<file path="config.mk">
export PLATFORM = sky130hd
export DESIGN_NAME = colormap_gradient_interpolator_unit
export DESIGN_NICKNAME = d
export VERILOG_FILES = /design/src/rtl/cgi_pkg.sv /design/src/rtl/cgi_ram.sv /design/src/rtl/colormap_gradient_interpolator_unit.sv
export SDC_FILE = /design/constraint.sdc
export NUM_CORES = 2
export LEC_CHECK = 0
export ABC_AREA = 0
export BUFFER_PORTS_ARGS = -buffer_cell sky130_fd_sc_hd__buf_4
export CORE_ASPECT_RATIO = 1.5
export CORE_UTILIZATION = 59
export CTS_CLUSTER_SIZE = 16
export DETAILED_ROUTE_END_ITERATION = 12
export PLACE_DENSITY = 0.79
export SLEW_MARGIN = 25
export SYNTH_ARGS = -nofsm -noshare
export SYNTH_HDL_FRONTEND = slang
export SYNTH_SLANG_ARGS = --single-unit
</file>
<file path="constraint.sdc">
create_clock -name clk -period 8.6 [get_ports clk]
set_clock_uncertainty 0.15 [all_clocks]
set_input_delay 0.43 -clock clk [delete_from_list [all_inputs] [get_ports clk]]
set_output_delay 0.43 -clock clk [all_outputs]
set_load 0.1 [all_outputs]
</file>
<file path="src/rtl/cgi_pkg.sv">
package cgi_pkg;

  // Table and gradient limits
  localparam int MAX_BASE_COLORS = 16;
  localparam int MAX_LUT_SIZE    = 4096;

  // Channel layout: index 0 red, 1 green, 2 blue
  localparam int NUM_CH = 3;
  localparam int CH_W   = 8;

  // Field widths fixed by the register map and the item format
  localparam int LUT_SIZE_W   = 13;
  localparam int BASE_COUNT_W = 5;
  localparam int CFG_DATA_W   = 13;
  localparam int CFG_IDX_W    = 1;
  localparam int LUT_IDX_W    = 12;

  // Derived widths
  localparam int ADDR_W = $clog2(MAX_BASE_COLORS);
  localparam int DEN_W  = $clog2(MAX_LUT_SIZE);
  localparam int P_W    = DEN_W + ADDR_W;
  localparam int NUM_W  = DEN_W + CH_W;
  localparam int RGB_W  = NUM_CH * CH_W;

  // Register reset values
  localparam int LUT_SIZE_RST   = 256;
  localparam int BASE_COUNT_RST = 9;

  typedef enum logic [CFG_IDX_W-1:0] {
    REG_LUT_SIZE   = 1'b0,
    REG_BASE_COUNT = 1'b1
  } cfg_reg_t;

  typedef enum logic {
    KIND_LOAD  = 1'b0,
    KIND_QUERY = 1'b1
  } kind_t;

  typedef logic [CH_W-1:0] chan_t;
  typedef chan_t [NUM_CH-1:0] rgb_t;

endpackage

</file>
<file path="src/rtl/cgi_ram.sv">
module cgi_ram #(
  parameter int WIDTH = 24,
  parameter int DEPTH = 16
) (
  input  logic                     clk,
  input  logic                     we,
  input  logic [$clog2(DEPTH)-1:0] waddr,
  input  logic [WIDTH-1:0]         wdata,
  input  logic                     re,
  input  logic [$clog2(DEPTH)-1:0] raddr_a,
  input  logic [$clog2(DEPTH)-1:0] raddr_b,
  output logic [WIDTH-1:0]         rdata_a,
  output logic [WIDTH-1:0]         rdata_b
);

  logic [WIDTH-1:0] mem [DEPTH];

  // Write port
  always_ff @(posedge clk) begin
    if (we) begin
      mem[waddr] <= wdata;
    end
  end

  // Two registered read ports, held while re is low
  always_ff @(posedge clk) begin
    if (re) begin
      rdata_a <= mem[raddr_a];
      rdata_b <= mem[raddr_b];
    end
  end

endmodule

</file>
<file path="src/rtl/colormap_gradient_interpolator_unit.sv">
// Piecewise-linear color gradient lookup. Load requests (kind 0) write one
// RGB key color into a 16-entry key table; query requests (kind 1) return
// the color of gradient entry lut_index out of lut_size entries spread evenly
// over the first base_count keys, using exact integer interpolation with a
// floor. The pipeline accepts one request every cycle while the output is
// not stalled. A query's result is formed by these stages in order: one
// stage forms the scaled index, four restoring-division stages find the key
// segment, one stage reads the two neighboring keys from the table RAM,
// two stages form the weighted sum, and eight restoring-division stages
// produce the 8-bit channels, the last of which is the output register.
// Loads use the first five stages and write the table at the read stage, so
// every query sees exactly the loads that came before it. Stages advance
// independently, so bubbles are squeezed out behind a stalled output.
// Configuration writes are taken every cycle and take effect at once in every
// stage, so write them only while no request is in flight.
module colormap_gradient_interpolator_unit
  import cgi_pkg::*;
(
  input  logic                  clk,
  input  logic                  rst_n,

  input  logic                  in_valid,
  output logic                  in_ready,
  input  logic                  in_kind,
  input  logic [ADDR_W-1:0]     in_base_index,
  input  logic [CH_W-1:0]       in_key_red,
  input  logic [CH_W-1:0]       in_key_green,
  input  logic [CH_W-1:0]       in_key_blue,
  input  logic [LUT_IDX_W-1:0]  in_lut_index,

  output logic                  out_valid,
  input  logic                  out_ready,
  output logic [CH_W-1:0]       out_red,
  output logic [CH_W-1:0]       out_green,
  output logic [CH_W-1:0]       out_blue,

  input  logic                  cfg_valid,
  output logic                  cfg_ready,
  input  logic [CFG_IDX_W-1:0]  cfg_index,
  input  logic [CFG_DATA_W-1:0] cfg_data
);

  localparam int NF = ADDR_W + 1;  // front stages: scale plus segment division
  localparam int NQ = CH_W;        // channel division stages

  typedef struct packed {
    kind_t             kind;
    logic [ADDR_W-1:0] base_index;
    rgb_t              key;
    logic [P_W-1:0]    rem;
    logic [ADDR_W-1:0] seg;
  } front_t;

  // ---------------------------------------------------------------------
  // Configuration: keep den = lut_size-1 and base_count-1, both clamped
  // ---------------------------------------------------------------------
  logic [DEN_W-1:0]        den_r;
  logic [ADDR_W-1:0]       keys_m1_r;
  logic [LUT_SIZE_W-1:0]   cfg_lut;
  logic [BASE_COUNT_W-1:0] cfg_bc;

  assign cfg_ready = 1'b1;
  assign cfg_lut   = cfg_data[LUT_SIZE_W-1:0];
  assign cfg_bc    = cfg_data[BASE_COUNT_W-1:0];

  always_ff @(posedge clk) begin
    if (!rst_n) begin
      den_r     <= DEN_W'(LUT_SIZE_RST - 1);
      keys_m1_r <= ADDR_W'(BASE_COUNT_RST - 1);
    end else if (cfg_valid && cfg_ready) begin
      case (cfg_reg_t'(cfg_index))
        REG_LUT_SIZE: begin
          if (cfg_lut < LUT_SIZE_W'(2)) begin
            den_r <= DEN_W'(1);
          end else if (cfg_lut > LUT_SIZE_W'(MAX_LUT_SIZE)) begin
            den_r <= DEN_W'(MAX_LUT_SIZE - 1);
          end else begin
            den_r <= DEN_W'(cfg_lut - LUT_SIZE_W'(1));
          end
        end
        REG_BASE_COUNT: begin
          if (cfg_bc == '0) begin
            keys_m1_r <= '0;
          end else if (cfg_bc > BASE_COUNT_W'(MAX_BASE_COLORS)) begin
            keys_m1_r <= ADDR_W'(MAX_BASE_COLORS - 1);
          end else begin
            keys_m1_r <= ADDR_W'(cfg_bc - BASE_COUNT_W'(1));
          end
        end
        default: begin
        end
      endcase
    end
  end

  // ---------------------------------------------------------------------
  // Front stages: scaled index, then one segment bit per stage
  // ---------------------------------------------------------------------
  logic   f_v_r   [NF];
  front_t f_r     [NF];
  front_t f_nxt   [NF];
  logic   f_rdy   [NF];
  logic   r_rdy;

  logic [LUT_IDX_W-1:0] idx_sat;
  logic [P_W-1:0]       den_shift;

  always_comb begin
    // Saturate the index and scale by base_count-1
    idx_sat = (in_lut_index > den_r) ? den_r : in_lut_index;
    f_nxt[0].kind       = kind_t'(in_kind);
    f_nxt[0].base_index = in_base_index;
    f_nxt[0].key        = {in_key_blue, in_key_green, in_key_red};
    f_nxt[0].rem        = {{ADDR_W{1'b0}}, idx_sat} * {{DEN_W{1'b0}}, keys_m1_r};
    f_nxt[0].seg        = '0;
    den_shift           = '0;
    // Restoring division by den, top segment bit first
    for (int f = 1; f < NF; f++) begin
      f_nxt[f]  = f_r[f-1];
      den_shift = P_W'(den_r) << (ADDR_W - f);
      if (f_r[f-1].rem >= den_shift) begin
        f_nxt[f].rem             = f_r[f-1].rem - den_shift;
        f_nxt[f].seg[ADDR_W - f] = 1'b1;
      end
    end
  end

  // Advance each stage when its successor frees up; loads leave at the end
  always_comb begin
    f_rdy[NF-1] = !f_v_r[NF-1] || (f_r[NF-1].kind == KIND_LOAD) || r_rdy;
    for (int f = NF - 2; f >= 0; f--) begin
      f_rdy[f] = !f_v_r[f] || f_rdy[f+1];
    end
  end

  assign in_ready = f_rdy[0];

  always_ff @(posedge clk) begin
    if (!rst_n) begin
      for (int f = 0; f < NF; f++) begin
        f_v_r[f] <= 1'b0;
      end
    end else begin
      if (f_rdy[0]) begin
        f_v_r[0] <= in_valid;
      end
      for (int f = 1; f < NF; f++) begin
        if (f_rdy[f]) begin
          f_v_r[f] <= f_v_r[f-1];
        end
      end
    end
  end

  always_ff @(posedge clk) begin
    for (int f = 0; f < NF; f++) begin
      if (f_rdy[f]) begin
        f_r[f] <= f_nxt[f];
      end
    end
  end

  // ---------------------------------------------------------------------
  // Key table: loads write, queries read keys seg and seg+1
  // ---------------------------------------------------------------------
  logic              tbl_we;
  logic              tbl_re;
  logic [RGB_W-1:0]  key_a;
  logic [RGB_W-1:0]  key_b;
  logic              last_seg;
  logic              r_v_r;
  logic [DEN_W-1:0]  r_rem_r;

  assign tbl_we   = f_v_r[NF-1] && (f_r[NF-1].kind == KIND_LOAD);
  assign tbl_re   = f_v_r[NF-1] && (f_r[NF-1].kind == KIND_QUERY) && r_rdy;
  assign last_seg = (f_r[NF-1].seg >= keys_m1_r);

  // The last entry reads key seg on both ports, so no key past it is touched
  cgi_ram #(
    .WIDTH (RGB_W),
    .DEPTH (MAX_BASE_COLORS)
  ) u_key_ram (
    .clk     (clk),
    .we      (tbl_we),
    .waddr   (f_r[NF-1].base_index),
    .wdata   (f_r[NF-1].key),
    .re      (tbl_re),
    .raddr_a (f_r[NF-1].seg),
    .raddr_b (last_seg ? f_r[NF-1].seg : f_r[NF-1].seg + ADDR_W'(1)),
    .rdata_a (key_a),
    .rdata_b (key_b)
  );

  // Table stage: the last entry weighs key seg alone
  always_ff @(posedge clk) begin
    if (!rst_n) begin
      r_v_r <= 1'b0;
    end else if (r_rdy) begin
      r_v_r <= tbl_re;
    end
  end

  always_ff @(posedge clk) begin
    if (tbl_re) begin
      r_rem_r <= last_seg ? '0 : f_r[NF-1].rem[DEN_W-1:0];
    end
  end

  // ---------------------------------------------------------------------
  // Weighted sum a*(den-rem) + b*rem per channel
  // ---------------------------------------------------------------------
  logic             m_v_r;
  logic             m_rdy;
  logic [NUM_W-1:0] prod_a_r [NUM_CH];
  logic [NUM_W-1:0] prod_b_r [NUM_CH];
  logic             n_v_r;
  logic             n_rdy;
  logic [NUM_W-1:0] num_r    [NUM_CH];
  rgb_t             rgb_a;
  rgb_t             rgb_b;
  logic [DEN_W-1:0] wgt_a;

  assign rgb_a = key_a;
  assign rgb_b = key_b;
  assign wgt_a = den_r - r_rem_r;

  always_ff @(posedge clk) begin
    if (!rst_n) begin
      m_v_r <= 1'b0;
      n_v_r <= 1'b0;
    end else begin
      if (m_rdy) begin
        m_v_r <= r_v_r;
      end
      if (n_rdy) begin
        n_v_r <= m_v_r;
      end
    end
  end

  always_ff @(posedge clk) begin
    for (int c = 0; c < NUM_CH; c++) begin
      if (m_rdy) begin
        prod_a_r[c] <= NUM_W'(rgb_a[c]) * NUM_W'(wgt_a);
        prod_b_r[c] <= NUM_W'(rgb_b[c]) * NUM_W'(r_rem_r);
      end
      if (n_rdy) begin
        num_r[c] <= prod_a_r[c] + prod_b_r[c];
      end
    end
  end

  // ---------------------------------------------------------------------
  // Channel division by den, one quotient bit per stage
  // ---------------------------------------------------------------------
  logic             q_v_r     [NQ];
  logic             q_rdy     [NQ];
  logic [NUM_W-1:0] q_rem_r   [NQ][NUM_CH];
  chan_t            q_quo_r   [NQ][NUM_CH];
  logic [NUM_W-1:0] q_rem_nxt [NQ][NUM_CH];
  chan_t            q_quo_nxt [NQ][NUM_CH];
  logic [NUM_W-1:0] num_shift;

  always_comb begin
    num_shift = '0;
    for (int k = 0; k < NQ; k++) begin
      num_shift = NUM_W'(den_r) << (CH_W - 1 - k);
      for (int c = 0; c < NUM_CH; c++) begin
        if (k == 0) begin
          q_rem_nxt[k][c] = num_r[c];
          q_quo_nxt[k][c] = '0;
        end else begin
          q_rem_nxt[k][c] = q_rem_r[k-1][c];
          q_quo_nxt[k][c] = q_quo_r[k-1][c];
        end
        if (q_rem_nxt[k][c] >= num_shift) begin
          q_rem_nxt[k][c]              = q_rem_nxt[k][c] - num_shift;
          q_quo_nxt[k][c][CH_W - 1 - k] = 1'b1;
        end
      end
    end
  end

  // Back-end ready chain from the output register
  always_comb begin
    q_rdy[NQ-1] = !q_v_r[NQ-1] || out_ready;
    for (int k = NQ - 2; k >= 0; k--) begin
      q_rdy[k] = !q_v_r[k] || q_rdy[k+1];
    end
  end

  assign n_rdy = !n_v_r || q_rdy[0];
  assign m_rdy = !m_v_r || n_rdy;
  assign r_rdy = !r_v_r || m_rdy;

  always_ff @(posedge clk) begin
    if (!rst_n) begin
      for (int k = 0; k < NQ; k++) begin
        q_v_r[k] <= 1'b0;
      end
    end else begin
      if (q_rdy[0]) begin
        q_v_r[0] <= n_v_r;
      end
      for (int k = 1; k < NQ; k++) begin
        if (q_rdy[k]) begin
          q_v_r[k] <= q_v_r[k-1];
        end
      end
    end
  end

  always_ff @(posedge clk) begin
    for (int k = 0; k < NQ; k++) begin
      if (q_rdy[k]) begin
        for (int c = 0; c < NUM_CH; c++) begin
          q_rem_r[k][c] <= q_rem_nxt[k][c];
          q_quo_r[k][c] <= q_quo_nxt[k][c];
        end
      end
    end
  end

  // Last division stage is the output register
  assign out_valid = q_v_r[NQ-1];
  assign out_red   = q_quo_r[NQ-1][0];
  assign out_green = q_quo_r[NQ-1][1];
  assign out_blue  = q_quo_r[NQ-1][2];

endmodule

</file>
==> results.sh <==
export IMPL_dpl_cell_count=10200
export IMPL_avgRoutedWirePerCell_um=20.7
export IMPL_r2r_end="prod_a_r[0][58]"
export IMPL_critical_path_top_delay_family="adder cells"
export IMPL_number_of_nets_in_the_final_layout=9531
export IMPL_critical_path_depth=28
export IMPL_maxSlewHeadroom=0.216
export IMPL_share_seq_of_total_power=0.338
export IMPL_grt_residual_overflow=0
export IMPL_io_pins=87
export IMPL_timing_critical_path_slowest_cell_delay_ns=0.56
export IMPL_final_cell_count_no_fill=10500
export IMPL_ys_dominant_reg_cell="sky130_fd_sc_hd__edfxtp_1"
export IMPL_cellLeakagePower_uw=0.0411
export IMPL_cp_end_kind="register"
export IMPL_layout_area_overhead_vs_synth_pct=8.99
export IMPL_synthArstFlopShare=0
export IMPL_cap_violations=0
export IMPL_share_of_post_route_cells_with_drive_strength_above_1=0.0767
export IMPL_power_share_switching=0.395
export IMPL_post_route_setup_tns_ns=0
export IMPL_critical_path_sink="prod_a_r[0][58]"
export IMPL_timing_final_max_slew_violations=0
export IMPL_root_buffer="sky130_fd_sc_hd__clkbuf_16"
export IMPL_effective_utilization_at_floorplan=0.596
export IMPL_worst_r2r_path_depth=28
export IMPL_finalSetupViolations=0
export IMPL_run_status="finished clean"
export IMPL_mappedNetlistNets=9427
export IMPL_detailroute_via_count=64100
export IMPL_cts_num_sinks=1415
export IMPL_fmax_ghz=0.133
export IMPL_crit_path_kind="register to register"
export IMPL_timing_critical_path_fanout_max=25
export IMPL_max_clock_path_buffers=3
export IMPL_min_path_type="input port to register"
export IMPL_synth_edff_count=1395
export IMPL_die_area_sq_um=157000
export IMPL_rows=176
export IMPL_postCtsResizedCells=0
export IMPL_postRouteWirelength_mm=218
export IMPL_placement_setup_worst_slack_ns=1.12
export IMPL_synthDistinctLibCells=91
export IMPL_intPower_uw=20500
export IMPL_critical_path_buf_inv_count=5
export IMPL_route_detailed_drc=0
export IMPL_postSynthRegisterBits=1415
export IMPL_crit_path_start="r_rem_r[0]"
export IMPL_detailed_place_hpwl_mm=152
export IMPL_final_hold_viol_count=0
export IMPL_die_w_um=324
export IMPL_worst_ep_arrival_time_ns=7.92
export IMPL_routability_congestion=0.900
export IMPL_cp_data_required_time_ns=8.99
export IMPL_critical_path_startpoint_type="register"
export IMPL_postLayoutSetupSlackWorst_ns=1.07
export IMPL_dr_pass1_iters=8
export IMPL_clock_share_of_power=0.180
export IMPL_avgSynthCellArea_sq_um=11.1
export IMPL_postSynthCellCount=8276
export IMPL_post_synth_instance_area_sq_um=91600
export IMPL_reg2reg_slack_ns=1.07
export IMPL_vias_in_the_first_global_route=66800
export IMPL_regToRegStartpoint="r_rem_r[0]"
export IMPL_tritoncts="built"
export IMPL_die_y_um=485
export IMPL_port_buffers=85
export IMPL_ctsHtreeMaxLevel=4
export IMPL_via_per_inst=6.08
export IMPL_drt_iter0_markers=4640
export IMPL_switching_power_uw=13400
export IMPL_layout_min_cycle_time_ns=7.53
export IMPL_grt_setup_unrepaired="no"
export IMPL_crit_path_frequent_cell="sky130_fd_sc_hd__fa_1"
export IMPL_wire_length_of_the_first_global_routing_pass_mm=345
export IMPL_power_share_combinational=0.482
export IMPL_insertion_delay_ns=0.83
export IMPL_synth_seq_area_share=0.462
export IMPL_count_of_antenna_violating_nets_left_after_detailed_routing=0
export IMPL_ir_worst_vdd_mv=0.423
export IMPL_numCtsBuffers=138
export IMPL_grt_start_max_net_pins=193
export IMPL_global_route_usage_total=0.282
export IMPL_core_sq_um=154000
export IMPL_antenna_found_initial=4
export IMPL_slew_at_the_pin_with_the_worst_max_slew_slack_ns=1.17
export IMPL_yosys_warnings=0
export IMPL_period_share=0.875
export IMPL_powerDensity_nw_per_um2=339
export IMPL_cpMaxStageDelayCell="sky130_fd_sc_hd__fa_1"
export IMPL_cts_clk_slew_worst_paths_ns=0.07
-- cell type report --
type,instances,area (sq um)
Clock buffer,168,3570
Sequential cell,1415,42300
Inverter,745,2800
Tap cell,2047,2560
Fill cell,11300,53800
Multi-Input combinational cell,5840,45700
Timing Repair Buffer,240,1960
Antenna cell,2,5.00
Clock inverter,80,976
-- what timing repair did --
item | in CTS | in global routing
hold buffers | 55 | 0
buffers inserted | 0 | 0
endpoints found under the setup margin | 0 | 0
endpoints found under the hold margin | 60 | 0
-- per-layer routing --
layer / wire length [um] / vias up / track usage
met3: 13700 / 746 / 0.0451
met4: 13800 / 6 / 0.167
met1: 75000 / 31300 / 0.299
met5: 47 / - / 0
met2: 115000 / 2452 / 0.518
li1: - / 29500 / -
-- layout by cell type, fill, tap and decap left out, types with 69 or more instances in the layout --
cell / count
sky130_fd_sc_hd__o21ai_0: 344
sky130_fd_sc_hd__mux2_2: 91
sky130_fd_sc_hd__xor2_1: 153
sky130_fd_sc_hd__nor2_1: 380
sky130_fd_sc_hd__a21oi_1: 368
sky130_fd_sc_hd__a31oi_1: 69
sky130_fd_sc_hd__nand2_1: 1014
sky130_fd_sc_hd__nand4_1: 103
sky130_fd_sc_hd__nand3_1: 252
sky130_fd_sc_hd__nand2b_1: 80
sky130_fd_sc_hd__nor3_1: 112
sky130_fd_sc_hd__inv_1: 726
sky130_fd_sc_hd__edfxtp_1: 1395
sky130_fd_sc_hd__clkbuf_16: 138
sky130_fd_sc_hd__a21o_1: 103
sky130_fd_sc_hd__fa_1: 409
sky130_fd_sc_hd__ha_1: 682
sky130_fd_sc_hd__mux2i_1: 114
sky130_fd_sc_hd__nor2b_1: 138
sky130_fd_sc_hd__and2_1: 332
sky130_fd_sc_hd__xnor2_1: 267
sky130_fd_sc_hd__buf_4: 183
-- worst register-to-register path, delay by kind of cell, from the launching register on --
| family | cells | cell delay, ns |
|---|---|---|
| buffers and inverters | 5 | 0.72 |
| flip-flops | 1 | 0.36 |
| AO/OA/AOI/OAI | 10 | 2.22 |
| adder cells (fa/ha/maj) | 7 | 2.95 |
| XOR/XNOR | 2 | 0.24 |
| AND/OR/NAND/NOR | 4 | 0.63 |
-- logic make-up after synthesis --
| logic type | Yosys count | share of synthesized area |
|---|---|---|
| flops | 1415 | 0.462 |
| mux | 258 | 0.0360 |
| fa+ha+maj | 1091 | 0.182 |
| simple gates | 2719 | 0.144 |
| other cells | 1 | 0.0000409 |
| buf+inv | 1021 | 0.0424 |
| xor+xnor | 427 | 0.0408 |
| compound gates | 1344 | 0.0923 |
-- Yosys cell counts (all sizes together), types with 16 or more instances --
cell | count | area share
a21boi | 65 | 0.0053
buf | 51 | 0.0027
nor2 | 393 | 0.016
o21ai | 354 | 0.019
ha | 682 | 0.093
nor4 | 47 | 0.0032
mux4 | 48 | 0.012
a31oi | 70 | 0.0048
dfxtp | 20 | 0.0044
o211ai | 31 | 0.0025
a22oi | 24 | 0.0020
mux2 | 96 | 0.012
o21bai | 31 | 0.0025
clkbuf | 225 | 0.0092
a21o | 103 | 0.0084
xor2 | 154 | 0.015
o41ai | 16 | 0.0017
fa | 409 | 0.089
mux2i | 114 | 0.012
a21oi | 371 | 0.020
nand2b | 80 | 0.0055
nand2 | 1019 | 0.042
and2 | 333 | 0.023
edfxtp | 1395 | 0.46
nor2b | 140 | 0.0096
or3 | 48 | 0.0033
a211oi | 33 | 0.0027
or2 | 28 | 0.0019
nand4b | 22 | 0.0021
or4 | 19 | 0.0016
o21a | 56 | 0.0046
nand4 | 103 | 0.0070
nor3 | 118 | 0.0066
o31ai | 41 | 0.0034
nand3 | 255 | 0.014
inv | 744 | 0.030
nor3b | 17 | 0.0014
and3 | 59 | 0.0040
a221oi | 30 | 0.0029
a31o | 18 | 0.0017
xnor2 | 273 | 0.026
-- metrics by stage --
stage / hold WS, ns / instance area, sq um / utilization / power [uW]
floorplan: 0.250 / 91600 / - / 23400
global placement: 0.251 / 94800 / 0.616 / 26800
detailed placement: 0.255 / 94800 / 0.616 / 27500
CTS: 0.0118 / 99900 / 0.650 / 33700
global route: 0.0716 / 99900 / 0.650 / 36100
finish: 0.0671 / 99900 / 0.650 / 33900
-- sequential cells by signal, summed over array words and instances (netlist names) --
name / cells
q_rem_r: 420
u_key_ram.mem: 384
f_r: 231
q_quo_r: 108
num_r: 60
prod_a_r: 60
prod_b_r: 60
u_key_ram.rdata_a: 24
u_key_ram.rdata_b: 24
den_r: 12
r_rem_r: 12
q_v_r: 8
f_v_r: 5
keys_m1_r: 4
m_v_r: 1
n_v_r: 1
r_v_r: 1
-- how the worst min path moves through the flow --
stage / cells after the start / from / end
final: 4 / in_lut_index[1] / f_r[0][5]
after global routing: 5 / cfg_data[1] / den_r[3]
after CTS: 4 / in_lut_index[1] / f_r[0][5]
after detailed placement: 0 / f_r[0][75] / f_r[0][124]
after global placement: 0 / f_r[0][48] / f_r[0][97]
after floorplan: 0 / f_r[0][52] / f_r[0][101]
-- power by group through the flow --
stage,sequential (uW),combinational [uW],clock [uW]
after detailed placement,11500,16000,0
after global placement,11500,15400,0
after CTS,11400,16200,6170
after global routing,11600,18000,6450
final,11400,16300,6100
after floorplan,11300,12100,0
No activity file was read; power rests on OpenSTA's default activity.
